===== config.mk =====
export PLATFORM = sky130hd
export DESIGN_NAME = ir_pulse_distance_frame_decoder_top
export DESIGN_NICKNAME = d
export VERILOG_FILES = /design/src/hdl/irpd_pkg.sv /design/src/hdl/irpd_regs.sv /design/src/hdl/irpd_decode.sv /design/src/hdl/ir_pulse_distance_frame_decoder_top.sv
export SDC_FILE = /design/constraint.sdc
export NUM_CORES = 1
export LEC_CHECK = 0
export BUFFER_PORTS_ARGS = -buffer_cell sky130_fd_sc_hd__buf_2
export CELL_PAD_IN_SITES_DETAIL_PLACEMENT = 0
export CELL_PAD_IN_SITES_GLOBAL_PLACEMENT = 2
export CORE_ASPECT_RATIO = 0.75
export CORE_MARGIN = 1.5
export CORE_UTILIZATION = 40
export CTS_CLUSTER_DIAMETER = 60
export DETAILED_ROUTE_END_ITERATION = 6
export GPL_TIMING_DRIVEN = 0
export HOLD_SLACK_MARGIN = 0.1
export PLACE_DENSITY_LB_ADDON = 0.1
export SKIP_CTS_REPAIR_TIMING = 1
export SYNTH_ARGS = -nofsm -noshare
export SYNTH_HDL_FRONTEND = slang
export SYNTH_SLANG_ARGS = --single-unit
export TNS_END_PERCENT = 1

===== constraint.sdc =====
create_clock -name clk_i -period 27.3 [get_ports clk_i]
set_clock_uncertainty 0.2 [all_clocks]
set_input_delay 4.095 -clock clk_i [delete_from_list [all_inputs] [get_ports clk_i]]
set_output_delay 4.095 -clock clk_i [all_outputs]
set_load 0.05 [all_outputs]

===== src/hdl/irpd_pkg.sv =====
// Shared types and constants for the pulse-distance IR frame decoder.
package irpd_pkg;

  // Number of bits in one frame (8..32)
  localparam int unsigned FRAME_BITS = 32;
  localparam int unsigned BIT_W      = (FRAME_BITS > 1) ? $clog2(FRAME_BITS) : 1;

  // Interval width in microseconds and timer count width
  localparam int unsigned US_W    = 17;
  localparam int unsigned TICKS_W = 16;

  // ticks/92 = (ticks>>2)/23, done as a reciprocal multiply (exact for 14-bit operands)
  localparam int unsigned QUOT_IN_W  = TICKS_W - 2;
  localparam int unsigned DIV_SHIFT  = 19;
  localparam int unsigned RECIP_W    = 15;
  localparam logic [RECIP_W-1:0] DIV_RECIP = 15'd22796;
  localparam int unsigned PROD_W     = QUOT_IN_W + RECIP_W;
  localparam int unsigned QUOT_W     = PROD_W - DIV_SHIFT;

  // Input beat
  typedef struct packed {
    logic               kind;   // 0 edge event, 1 fetch key
    logic [TICKS_W-1:0] ticks;
  } in_t;

  // Result beat
  typedef struct packed {
    logic [7:0] key;
    logic       key_valid;
    logic       repeat_code;
    logic       frame_done;
  } out_t;

  // Timing windows, all bounds exclusive
  typedef struct packed {
    logic [US_W-1:0] lead_low;
    logic [US_W-1:0] lead_high;
    logic [US_W-1:0] repeat_low;
    logic [US_W-1:0] repeat_high;
    logic [US_W-1:0] zero_low;
    logic [US_W-1:0] zero_high;
    logic [US_W-1:0] one_low;
    logic [US_W-1:0] one_high;
  } cfg_t;

  localparam cfg_t CFG_RESET = '{
    lead_low:    17'd13000,
    lead_high:   17'd14000,
    repeat_low:  17'd10750,
    repeat_high: 17'd11750,
    zero_low:    17'd620,
    zero_high:   17'd1520,
    one_low:     17'd1750,
    one_high:    17'd2650
  };

  localparam logic KIND_EDGE  = 1'b0;
  localparam logic KIND_FETCH = 1'b1;

endpackage


===== src/hdl/irpd_regs.sv =====
// APB-style register block holding the timing windows.
module irpd_regs (
  input  logic           clk_i,
  input  logic           rst_ni,
  input  logic           psel,
  input  logic           penable,
  input  logic           pwrite,
  input  logic [4:0]     paddr,
  input  logic [31:0]    pwdata,
  output logic [31:0]    prdata,
  output logic           pready,
  output irpd_pkg::cfg_t cfg_o
);

  typedef enum logic [2:0] {
    REG_LEAD_LOW    = 3'd0,
    REG_LEAD_HIGH   = 3'd1,
    REG_REPEAT_LOW  = 3'd2,
    REG_REPEAT_HIGH = 3'd3,
    REG_ZERO_LOW    = 3'd4,
    REG_ZERO_HIGH   = 3'd5,
    REG_ONE_LOW     = 3'd6,
    REG_ONE_HIGH    = 3'd7
  } reg_idx_e;

  irpd_pkg::cfg_t cfg_q;
  reg_idx_e       idx;
  logic           wr_en;
  logic [irpd_pkg::US_W-1:0] wdata;
  logic [irpd_pkg::US_W-1:0] rdata;

  assign idx    = reg_idx_e'(paddr[4:2]);
  assign wr_en  = psel && penable && pwrite;
  assign wdata  = pwdata[irpd_pkg::US_W-1:0];
  assign pready = 1'b1;

  // Register writes on the access cycle
  always_ff @(posedge clk_i or negedge rst_ni) begin
    if (!rst_ni) begin
      cfg_q <= irpd_pkg::CFG_RESET;
    end else if (wr_en) begin
      case (idx)
        REG_LEAD_LOW:    cfg_q.lead_low    <= wdata;
        REG_LEAD_HIGH:   cfg_q.lead_high   <= wdata;
        REG_REPEAT_LOW:  cfg_q.repeat_low  <= wdata;
        REG_REPEAT_HIGH: cfg_q.repeat_high <= wdata;
        REG_ZERO_LOW:    cfg_q.zero_low    <= wdata;
        REG_ZERO_HIGH:   cfg_q.zero_high   <= wdata;
        REG_ONE_LOW:     cfg_q.one_low     <= wdata;
        REG_ONE_HIGH:    cfg_q.one_high    <= wdata;
        default:         cfg_q             <= cfg_q;
      endcase
    end
  end

  // Read mux
  always_comb begin
    case (idx)
      REG_LEAD_LOW:    rdata = cfg_q.lead_low;
      REG_LEAD_HIGH:   rdata = cfg_q.lead_high;
      REG_REPEAT_LOW:  rdata = cfg_q.repeat_low;
      REG_REPEAT_HIGH: rdata = cfg_q.repeat_high;
      REG_ZERO_LOW:    rdata = cfg_q.zero_low;
      REG_ZERO_HIGH:   rdata = cfg_q.zero_high;
      REG_ONE_LOW:     rdata = cfg_q.one_low;
      REG_ONE_HIGH:    rdata = cfg_q.one_high;
      default:         rdata = '0;
    endcase
  end

  assign prdata = {{(32 - irpd_pkg::US_W){1'b0}}, rdata};
  assign cfg_o  = cfg_q;

endmodule


===== src/hdl/irpd_decode.sv =====
// Frame decoder state machine: scales the interval, classifies it, registers the result.
module irpd_decode (
  input  logic           clk_i,
  input  logic           rst_ni,
  input  logic           step_i,
  input  irpd_pkg::in_t  item_i,
  input  irpd_pkg::cfg_t cfg_i,
  output irpd_pkg::out_t res_o
);

  typedef enum logic [1:0] {
    PH_IDLE = 2'd0,
    PH_WAIT = 2'd1,
    PH_RECV = 2'd2
  } phase_e;

  phase_e                      phase_q, phase_d;
  logic [irpd_pkg::BIT_W-1:0]  bit_count_q, bit_count_d;
  logic [31:0]                 frame_q, frame_d;
  logic                        ready_q, ready_d;
  irpd_pkg::out_t              res_q, res_d;

  logic [irpd_pkg::QUOT_IN_W-1:0] t4;
  logic [irpd_pkg::PROD_W-1:0]    prod;
  logic [irpd_pkg::QUOT_W-1:0]    quot;
  logic [irpd_pkg::US_W-1:0]      us;
  logic is_lead, is_rep, is_zero, is_one, check_ok;

  // us = (ticks / 92) * 100
  assign t4   = item_i.ticks[irpd_pkg::TICKS_W-1:2];
  assign prod = irpd_pkg::PROD_W'(t4) * irpd_pkg::PROD_W'(irpd_pkg::DIV_RECIP);
  assign quot = prod[irpd_pkg::PROD_W-1:irpd_pkg::DIV_SHIFT];
  assign us   = (irpd_pkg::US_W'(quot) << 6) + (irpd_pkg::US_W'(quot) << 5)
              + (irpd_pkg::US_W'(quot) << 2);

  // Window tests
  assign is_lead = (us > cfg_i.lead_low)   && (us < cfg_i.lead_high);
  assign is_rep  = (us > cfg_i.repeat_low) && (us < cfg_i.repeat_high);
  assign is_zero = (us > cfg_i.zero_low)   && (us < cfg_i.zero_high);
  assign is_one  = !is_zero && (us > cfg_i.one_low) && (us < cfg_i.one_high);

  // Address and command bytes against their complements
  assign check_ok = (frame_q[7:0] == ~frame_q[15:8]) && (frame_q[23:16] == ~frame_q[31:24]);

  // Next state and result
  always_comb begin
    phase_d     = phase_q;
    bit_count_d = bit_count_q;
    frame_d     = frame_q;
    ready_d     = ready_q;
    res_d       = '0;
    if (item_i.kind == irpd_pkg::KIND_FETCH) begin
      if (ready_q && check_ok) begin
        res_d.key       = frame_q[23:16];
        res_d.key_valid = 1'b1;
        ready_d         = 1'b0;
      end
    end else begin
      case (phase_q)
        PH_WAIT: begin
          if (is_lead) begin
            phase_d     = PH_RECV;
            bit_count_d = '0;
          end else if (is_rep) begin
            res_d.repeat_code = 1'b1;
          end
        end
        PH_RECV: begin
          if (is_zero || is_one) begin
            frame_d[bit_count_q] = is_one;
            if (bit_count_q == irpd_pkg::BIT_W'(irpd_pkg::FRAME_BITS - 1)) begin
              bit_count_d      = '0;
              phase_d          = PH_IDLE;
              ready_d          = 1'b1;
              res_d.frame_done = 1'b1;
            end else begin
              bit_count_d = bit_count_q + 1'b1;
            end
          end else begin
            phase_d     = PH_WAIT;
            bit_count_d = '0;
          end
        end
        default: phase_d = PH_WAIT;
      endcase
    end
  end

  // State and result register
  always_ff @(posedge clk_i or negedge rst_ni) begin
    if (!rst_ni) begin
      phase_q     <= PH_IDLE;
      bit_count_q <= '0;
      frame_q     <= '0;
      ready_q     <= 1'b0;
      res_q       <= '0;
    end else if (step_i) begin
      phase_q     <= phase_d;
      bit_count_q <= bit_count_d;
      frame_q     <= frame_d;
      ready_q     <= ready_d;
      res_q       <= res_d;
    end
  end

  assign res_o = res_q;

endmodule


===== src/hdl/ir_pulse_distance_frame_decoder_top.sv =====
// Top level of the pulse-distance IR frame decoder.
//
// Input channel (in_valid_i / in_stall_o / in_item_i): one beat per falling
// edge (kind = 0, ticks = timer count since the previous edge) or per key
// fetch (kind = 1). Every input beat yields exactly one result beat on the
// output channel (out_valid_o / out_stall_i / out_item_o), in order.
// Each accepted beat waits in the input register until the result register
// is free, then passes through the scale/classify/shift logic into the
// result register, which drives out_valid_o. The two stages are the input
// register and the scale/classify/shift logic into the result register.
// Throughput is one beat per cycle while out_stall_i is low, set by the single
// decode pass that updates the frame state at the result register.
// When the receiver stalls, the result register holds and the input register
// keeps its beat or takes one more if it was empty; then in_stall_o rises
// until the stalled result is taken.
// Timing windows are set over the APB-style port (register i at 4*i) and
// should only be written while no beats are in flight.
// Reset clears the pipeline, the frame state and loads default windows.
module ir_pulse_distance_frame_decoder_top (
  input  logic           clk_i,
  input  logic           rst_ni,
  input  logic           in_valid_i,
  output logic           in_stall_o,
  input  irpd_pkg::in_t  in_item_i,
  output logic           out_valid_o,
  input  logic           out_stall_i,
  output irpd_pkg::out_t out_item_o,
  input  logic           psel,
  input  logic           penable,
  input  logic           pwrite,
  input  logic [4:0]     paddr,
  input  logic [31:0]    pwdata,
  output logic [31:0]    prdata,
  output logic           pready
);

  irpd_pkg::cfg_t cfg;
  irpd_pkg::in_t  item_q;
  logic           item_vld_q;
  logic           out_vld_q;
  logic           step;
  logic           res_free;

  irpd_regs u_regs (
    .clk_i   (clk_i),
    .rst_ni  (rst_ni),
    .psel    (psel),
    .penable (penable),
    .pwrite  (pwrite),
    .paddr   (paddr),
    .pwdata  (pwdata),
    .prdata  (prdata),
    .pready  (pready),
    .cfg_o   (cfg)
  );

  // Result register can take a beat when empty or being drained
  assign res_free   = !out_vld_q || !out_stall_i;
  assign step       = item_vld_q && res_free;
  assign in_stall_o = item_vld_q && !res_free;

  // Input register
  always_ff @(posedge clk_i or negedge rst_ni) begin
    if (!rst_ni) begin
      item_vld_q <= 1'b0;
    end else if (!in_stall_o) begin
      item_vld_q <= in_valid_i;
    end
  end

  always_ff @(posedge clk_i) begin
    if (!in_stall_o && in_valid_i) begin
      item_q <= in_item_i;
    end
  end

  // Output valid
  always_ff @(posedge clk_i or negedge rst_ni) begin
    if (!rst_ni) begin
      out_vld_q <= 1'b0;
    end else if (res_free) begin
      out_vld_q <= step;
    end
  end

  irpd_decode u_decode (
    .clk_i  (clk_i),
    .rst_ni (rst_ni),
    .step_i (step),
    .item_i (item_q),
    .cfg_i  (cfg),
    .res_o  (out_item_o)
  );

  assign out_valid_o = out_vld_q;

endmodule


[Word level (Yosys, flattened, before mapping)]
Index checks and enable logic that the tools add are counted.
Word-level totals
  output and inout bits: 46
  register bits after elaboration: 206
  input port bits: 61
  logic and storage cells: 115
Cells by class
  bitwise logic cells: 3
  muxes and demuxes: 26
  multipliers: 1
  reductions and logical operators: 37
  order comparisons: 10
  equality and inequality tests: 15
  $add $sub $neg: 3
Operator list (count)
  17-bit one-hot mux with 8 select lines: 1
  17-bit > comparator: 4
  17-bit less-than comparator: 4
  32-bit bitwise mux: 1
  14-bit by 13-bit multiplier with 27-bit output (second input constant): 1
  9-bit two-way mux: 2
  16-bit by 15-bit adder with 17-bit output: 1
  17-bit by 12-bit adder with 17-bit output: 1
  8-bit == test: 2
  8-bit NOT: 2
  2-bit AND reduction: 8
  5-bit two-way mux: 3
  1-bit logical AND: 13
  3-bit == test (second input constant): 4
  1-bit two-way mux: 12
  4-bit AND reduction: 3
  5-bit one-hot mux with 2 select lines: 1
  2-bit two-way mux: 4
  2-bit nonzero test: 4
  3-bit by 2-bit == test with 1-bit output (second input constant): 2
  5-bit by 6-bit less-than comparator with 1-bit output (second input constant): 1
  5-bit by 1-bit adder with 5-bit output (second input constant): 1
  1-bit demux with 5-bit select: 1
  5-bit == test (second input constant): 1
  12 further kinds: 18

[Longest topological paths before layout]
  word-level depth: 12
  gate-level depth with buffers: 38
  gate-level depth less buffers: 37

[Hierarchy]
From an unflattened synthesis, not the netlist that was laid out.
Second synthesis, totals
  cell total of the unflattened synthesis: 1538
  area total of the unflattened synthesis: 15939.0 µm²
Modules (own cells, without submodules)
  irpd_decode: instances 1, area an instance 8816.0 µm², cells each 1011, seq. area each 1276.2 µm²
  irpd_regs: instances 1, area an instance 6520.0 µm², cells each 502, seq. area each 3473.3 µm²
  ir_pulse_distance_frame_decoder_top: instances 1, area an instance 603.1 µm², cells each 25, seq. area each 560.5 µm²

[Least setup slack after synthesis]
Ideal clock, no wire load.
  path kind: input to output
  start: input port paddr[2]
  end: output port prdata[10]
  slack: 16535 ps
  stages: 5
  data required time: 23005 ps
  buffers on the path: 3
  arrival: 6470 ps
  cells stage by stage: clkbuf_1 buf_1 clkbuf_1 mux4_2 o21ai_0
Between the ends
  longest elaborated chain between the ends: 2
  elaborated cells between the ends (all ways): 9
  those cells by class: eq/ne: 7; mux: 1; reduce/logical: 1
Ends and longest elaborated chain
  start, declared: line ir_pulse_distance_frame_decoder_top.sv:31  | input logic [4:0] paddr,
  3-bit == test (tied with other cells): line irpd_regs.sv:58  | case (idx)
  17-bit one-hot mux with 8 select lines (*): line irpd_regs.sv:58
  end, declared: line ir_pulse_distance_frame_decoder_top.sv:33  | output logic [31:0] prdata,
Every way passes the cells marked *; elsewhere a longest branch is shown, timed or not.

[Final worst setup path]
  start: input port paddr[3]
  end: output port prdata[8]
Same word-level chain as after synthesis.

==> summary.md <==
| Metric | Value |
|---|---|
| Setup TNS | `0 ns` |
| Area leader, netlist | `dfrtp_1` |
| Synth async-reset ratio | `92.6%` |
| Routing usage on met2 | `32.6%` |
| H-tree Lvls | `1` |
| Synth top area share | `21.4%` |
| #FFs+latches synth | `204` |
| Port bufs | `55` |
| RSZ-0062 raised after global routing | `false` |
| Max Freq | `88.1 MHz` |
| Routed len/inst | `21.0 µm` |
| Sequential area share after synthesis | `33.8%` |
| Critical-path maximum fanout | `10` |
| Slew HR | `2.73%` |
| Ant. Diodes | `0` |
| Via count | `12300` |
| I/O pin count | `107` |
| Via/cell ratio | `5.38` |
| Synth cell types | `71` |
| Crit path launch type | `input port` |
| DRT antenna net count | `0` |
| Final net count | `2085` |
| Post-DP HPWL | `37500 µm` |
| Post-synth EDFFs | `15` |
| Clock transition at path regs | `0.06 ns` |
| Initial drt markers | `986` |
| Largest net degree at the start of global routing | `101` |
| Rows | `62` |
| Clock Tree Root | `clkbuf_16` |
| Grt met3 use | `4.18%` |
| Area of the die | `40100 µm²` |
| DRT Pass-1 Iters | `5` |
| Skew-Pair Late Insertion Delay | `0.54 ns` |
| Min Tclk post-route | `11.35 ns` |
| Part of the cycle the worst path needs | `41.6%` |
| Status | `complete, no violations` |
| Syn Inst Count | `1645` |
| Post-synth top flop | `dfrtp_1` |
| CP endpoint kind | `output pin` |
| Type of the worst min-delay path | `register to register` |
| CP max stage cell | `buf_1` |
| Fillers | `3744` |
| Pins over their slew limit | `0` |
| Met1 Usage GRT | `39.3%` |
| Synthesized area per cell | `9.46 µm²` |
| Die Y | `174 µm` |
| Die width | `231 µm` |
| Core Area | `38300 µm²` |
| Fin. Hold Viols | `0` |
| Area growth syn-to-layout | `12.3%` |
| Final WL | `47900 µm` |
| GP Congestion | `0.868` |
| Share of layout cells above drive strength 1 | `14.5%` |
| Grt ovf | `0` |
| Ys Warns | `0` |
| Crit path required time | `23.00 ns` |
| GRT Util Overall | `24.0%` |
| Synth top area cells | `dfrtp_1 21%, ha_1 19%, dfstp_2 9.5%, o21ai_0 5.7%, inv_1 5.7%` |
| Most Crowded Layer GR | `met1` |
| Worst r2r src | `item_q[4]` |
| Critical Path AT | `7.05 ns` |
| Critical path type | `input port to output pin` |
| Hold path start | `u_decode.res_o[2]` |
| Cell chain of the critical path | `buf_2 > clkbuf_1 > buf_1 > clkbuf_1 > a221oi_1 > a221oi_1 > a31oi_1 > buf_2` |
| Num Clock Sinks | `204` |
| Final setup fails | `0` |
| Initial antenna violation count | `0` |
| Residual DRC | `0` |
| Starting Density | `40.6%` |
| TritonCTS clock tree | `done` |
| Mapped Area | `15600 µm²` |
| First-pass GRT wire length | `72400 µm` |
| Clk buf depth | `3` |
| Worst-margin pin slew | `1.45 ns` |
| Vias in the first global route | `11700` |
| Maxcap violations | `0` |
| Critical path origin | `paddr[3]` |
| Crit path largest cell delay | `0.71 ns` |
| CTS Buf Count | `26` |
==> sequential cells by signal, summed over array words and instances, names as in the netlist <==
signal,flops
out_valid_o,1
u_decode.res_o,11
item_vld_q,1
u_decode.phase_q,2
u_regs.cfg_o,136
u_decode.bit_count_q,5
u_decode.frame_q,32
item_q,15
u_decode.ready_q,1
==> synthesized netlist by cell type (all sizes together) (6+ instances only) <==
library cell  count
a211oi           13
a21o             31
a21oi            62
a221oi           10
a22o             14
a22oi             9
a31oi            12
and3              6
buf              31
clkbuf           55
dfrtp           133
dfstp            56
edfxtp           15
fa               38
ha              238
inv             235
mux2             47
mux2i            10
mux4             10
nand2           176
nand2b            6
nand3            55
nand4            26
nor2             45
nor2b             7
nor3             10
nor4              8
o21a             10
o21ai           179
o22ai             9
xnor2            15
xor2             25
==> cell type report <==
class	instances	area [µm²]	share of cell area, %
clock inverter	6	62.6	0.358
inverter	235	882	5.05
clock buffer	42	772	4.42
buffer	88	472	2.70
timing repair buffer	61	365	2.09
multi-input combinational	1132	9020	51.6
sequential	204	5250	30.1
tap	512	641	3.67
==> routing by layer <==
layer | vias up | routed length (µm)
met1 | 6026 | 24900
met2 | 327 | 18800
li1 | 5864 | -
met5 | - | 0
met3 | 41 | 3540
met4 | 0 | 646
==> layout by cell type (no fill, tap or decap), types with 26 or more instances in the layout <==
cell type,netlist,final
o21ai_0,178,178
nand2_1,176,176
ha_1,238,238
clkbuf_16,0,27
nand4_1,26,26
buf_2,1,55
dfstp_2,56,56
a21o_1,31,31
dfrtp_1,133,133
clkbuf_1,45,56
a21oi_1,62,62
fa_1,38,38
inv_1,235,235
mux2_4,26,26
nand3_1,55,55
nor2_1,45,44
==> through the flow <==
stage	util [%]	cell area (µm²)	setup slack (ns)	cells	hold WS, ns
detailed placement	43.4	16600	16.01	2231	0.274
CTS	45.5	17500	15.98	2279	0.288
global placement	43.1	16500	15.42	2226	0.266
finish	45.6	17500	15.95	2280	0.282
floorplan	-	15600	16.53	1659	0.257
global route	45.6	17500	15.72	2280	0.304
==> worst max-delay path: cells and delay by family <==
kind,cells,cell delay [ns]
buffers and inverters,5,2.11
AOI/OAI and AO/OA,3,0.85
==> path summary, 6_finish.rpt <==
kind	end	slack (ns)	cells after the start
min in group asynchronous	u_regs.cfg_o[124]	3.35	1
setup / recovery	prdata[8]	15.95	8
max in group asynchronous	u_regs.cfg_o[115]	22.58	2
setup reg to reg	u_decode.frame_q[2]	16.43	33
hold reg to reg	u_decode.res_o[2]	0.28	1
hold / removal	u_decode.res_o[2]	0.28	1
==> cell families (layout without fill, tap and decap cells) <==
| group | after synthesis | after routing | share of synthesized area, % |
|---|---|---|---|
| AOI/OAI and AO/OA | 375 | 375 | 14.5 |
| xor gates and xnor gates | 40 | 40 | 2.25 |
| buffers and inverters | 323 | 432 | 8.70 |
| and+or+nand+nor | 358 | 358 | 10.6 |
| adders and majority gates | 276 | 276 | 24.0 |
| DFF | 204 | 204 | 33.8 |
| other | 2 | 16 | 0.0483 |
| muxes | 67 | 67 | 6.12 |
Power is not shown: default switching activity piles up to over one toggle a cycle in this logic, so the estimate is an artifact.
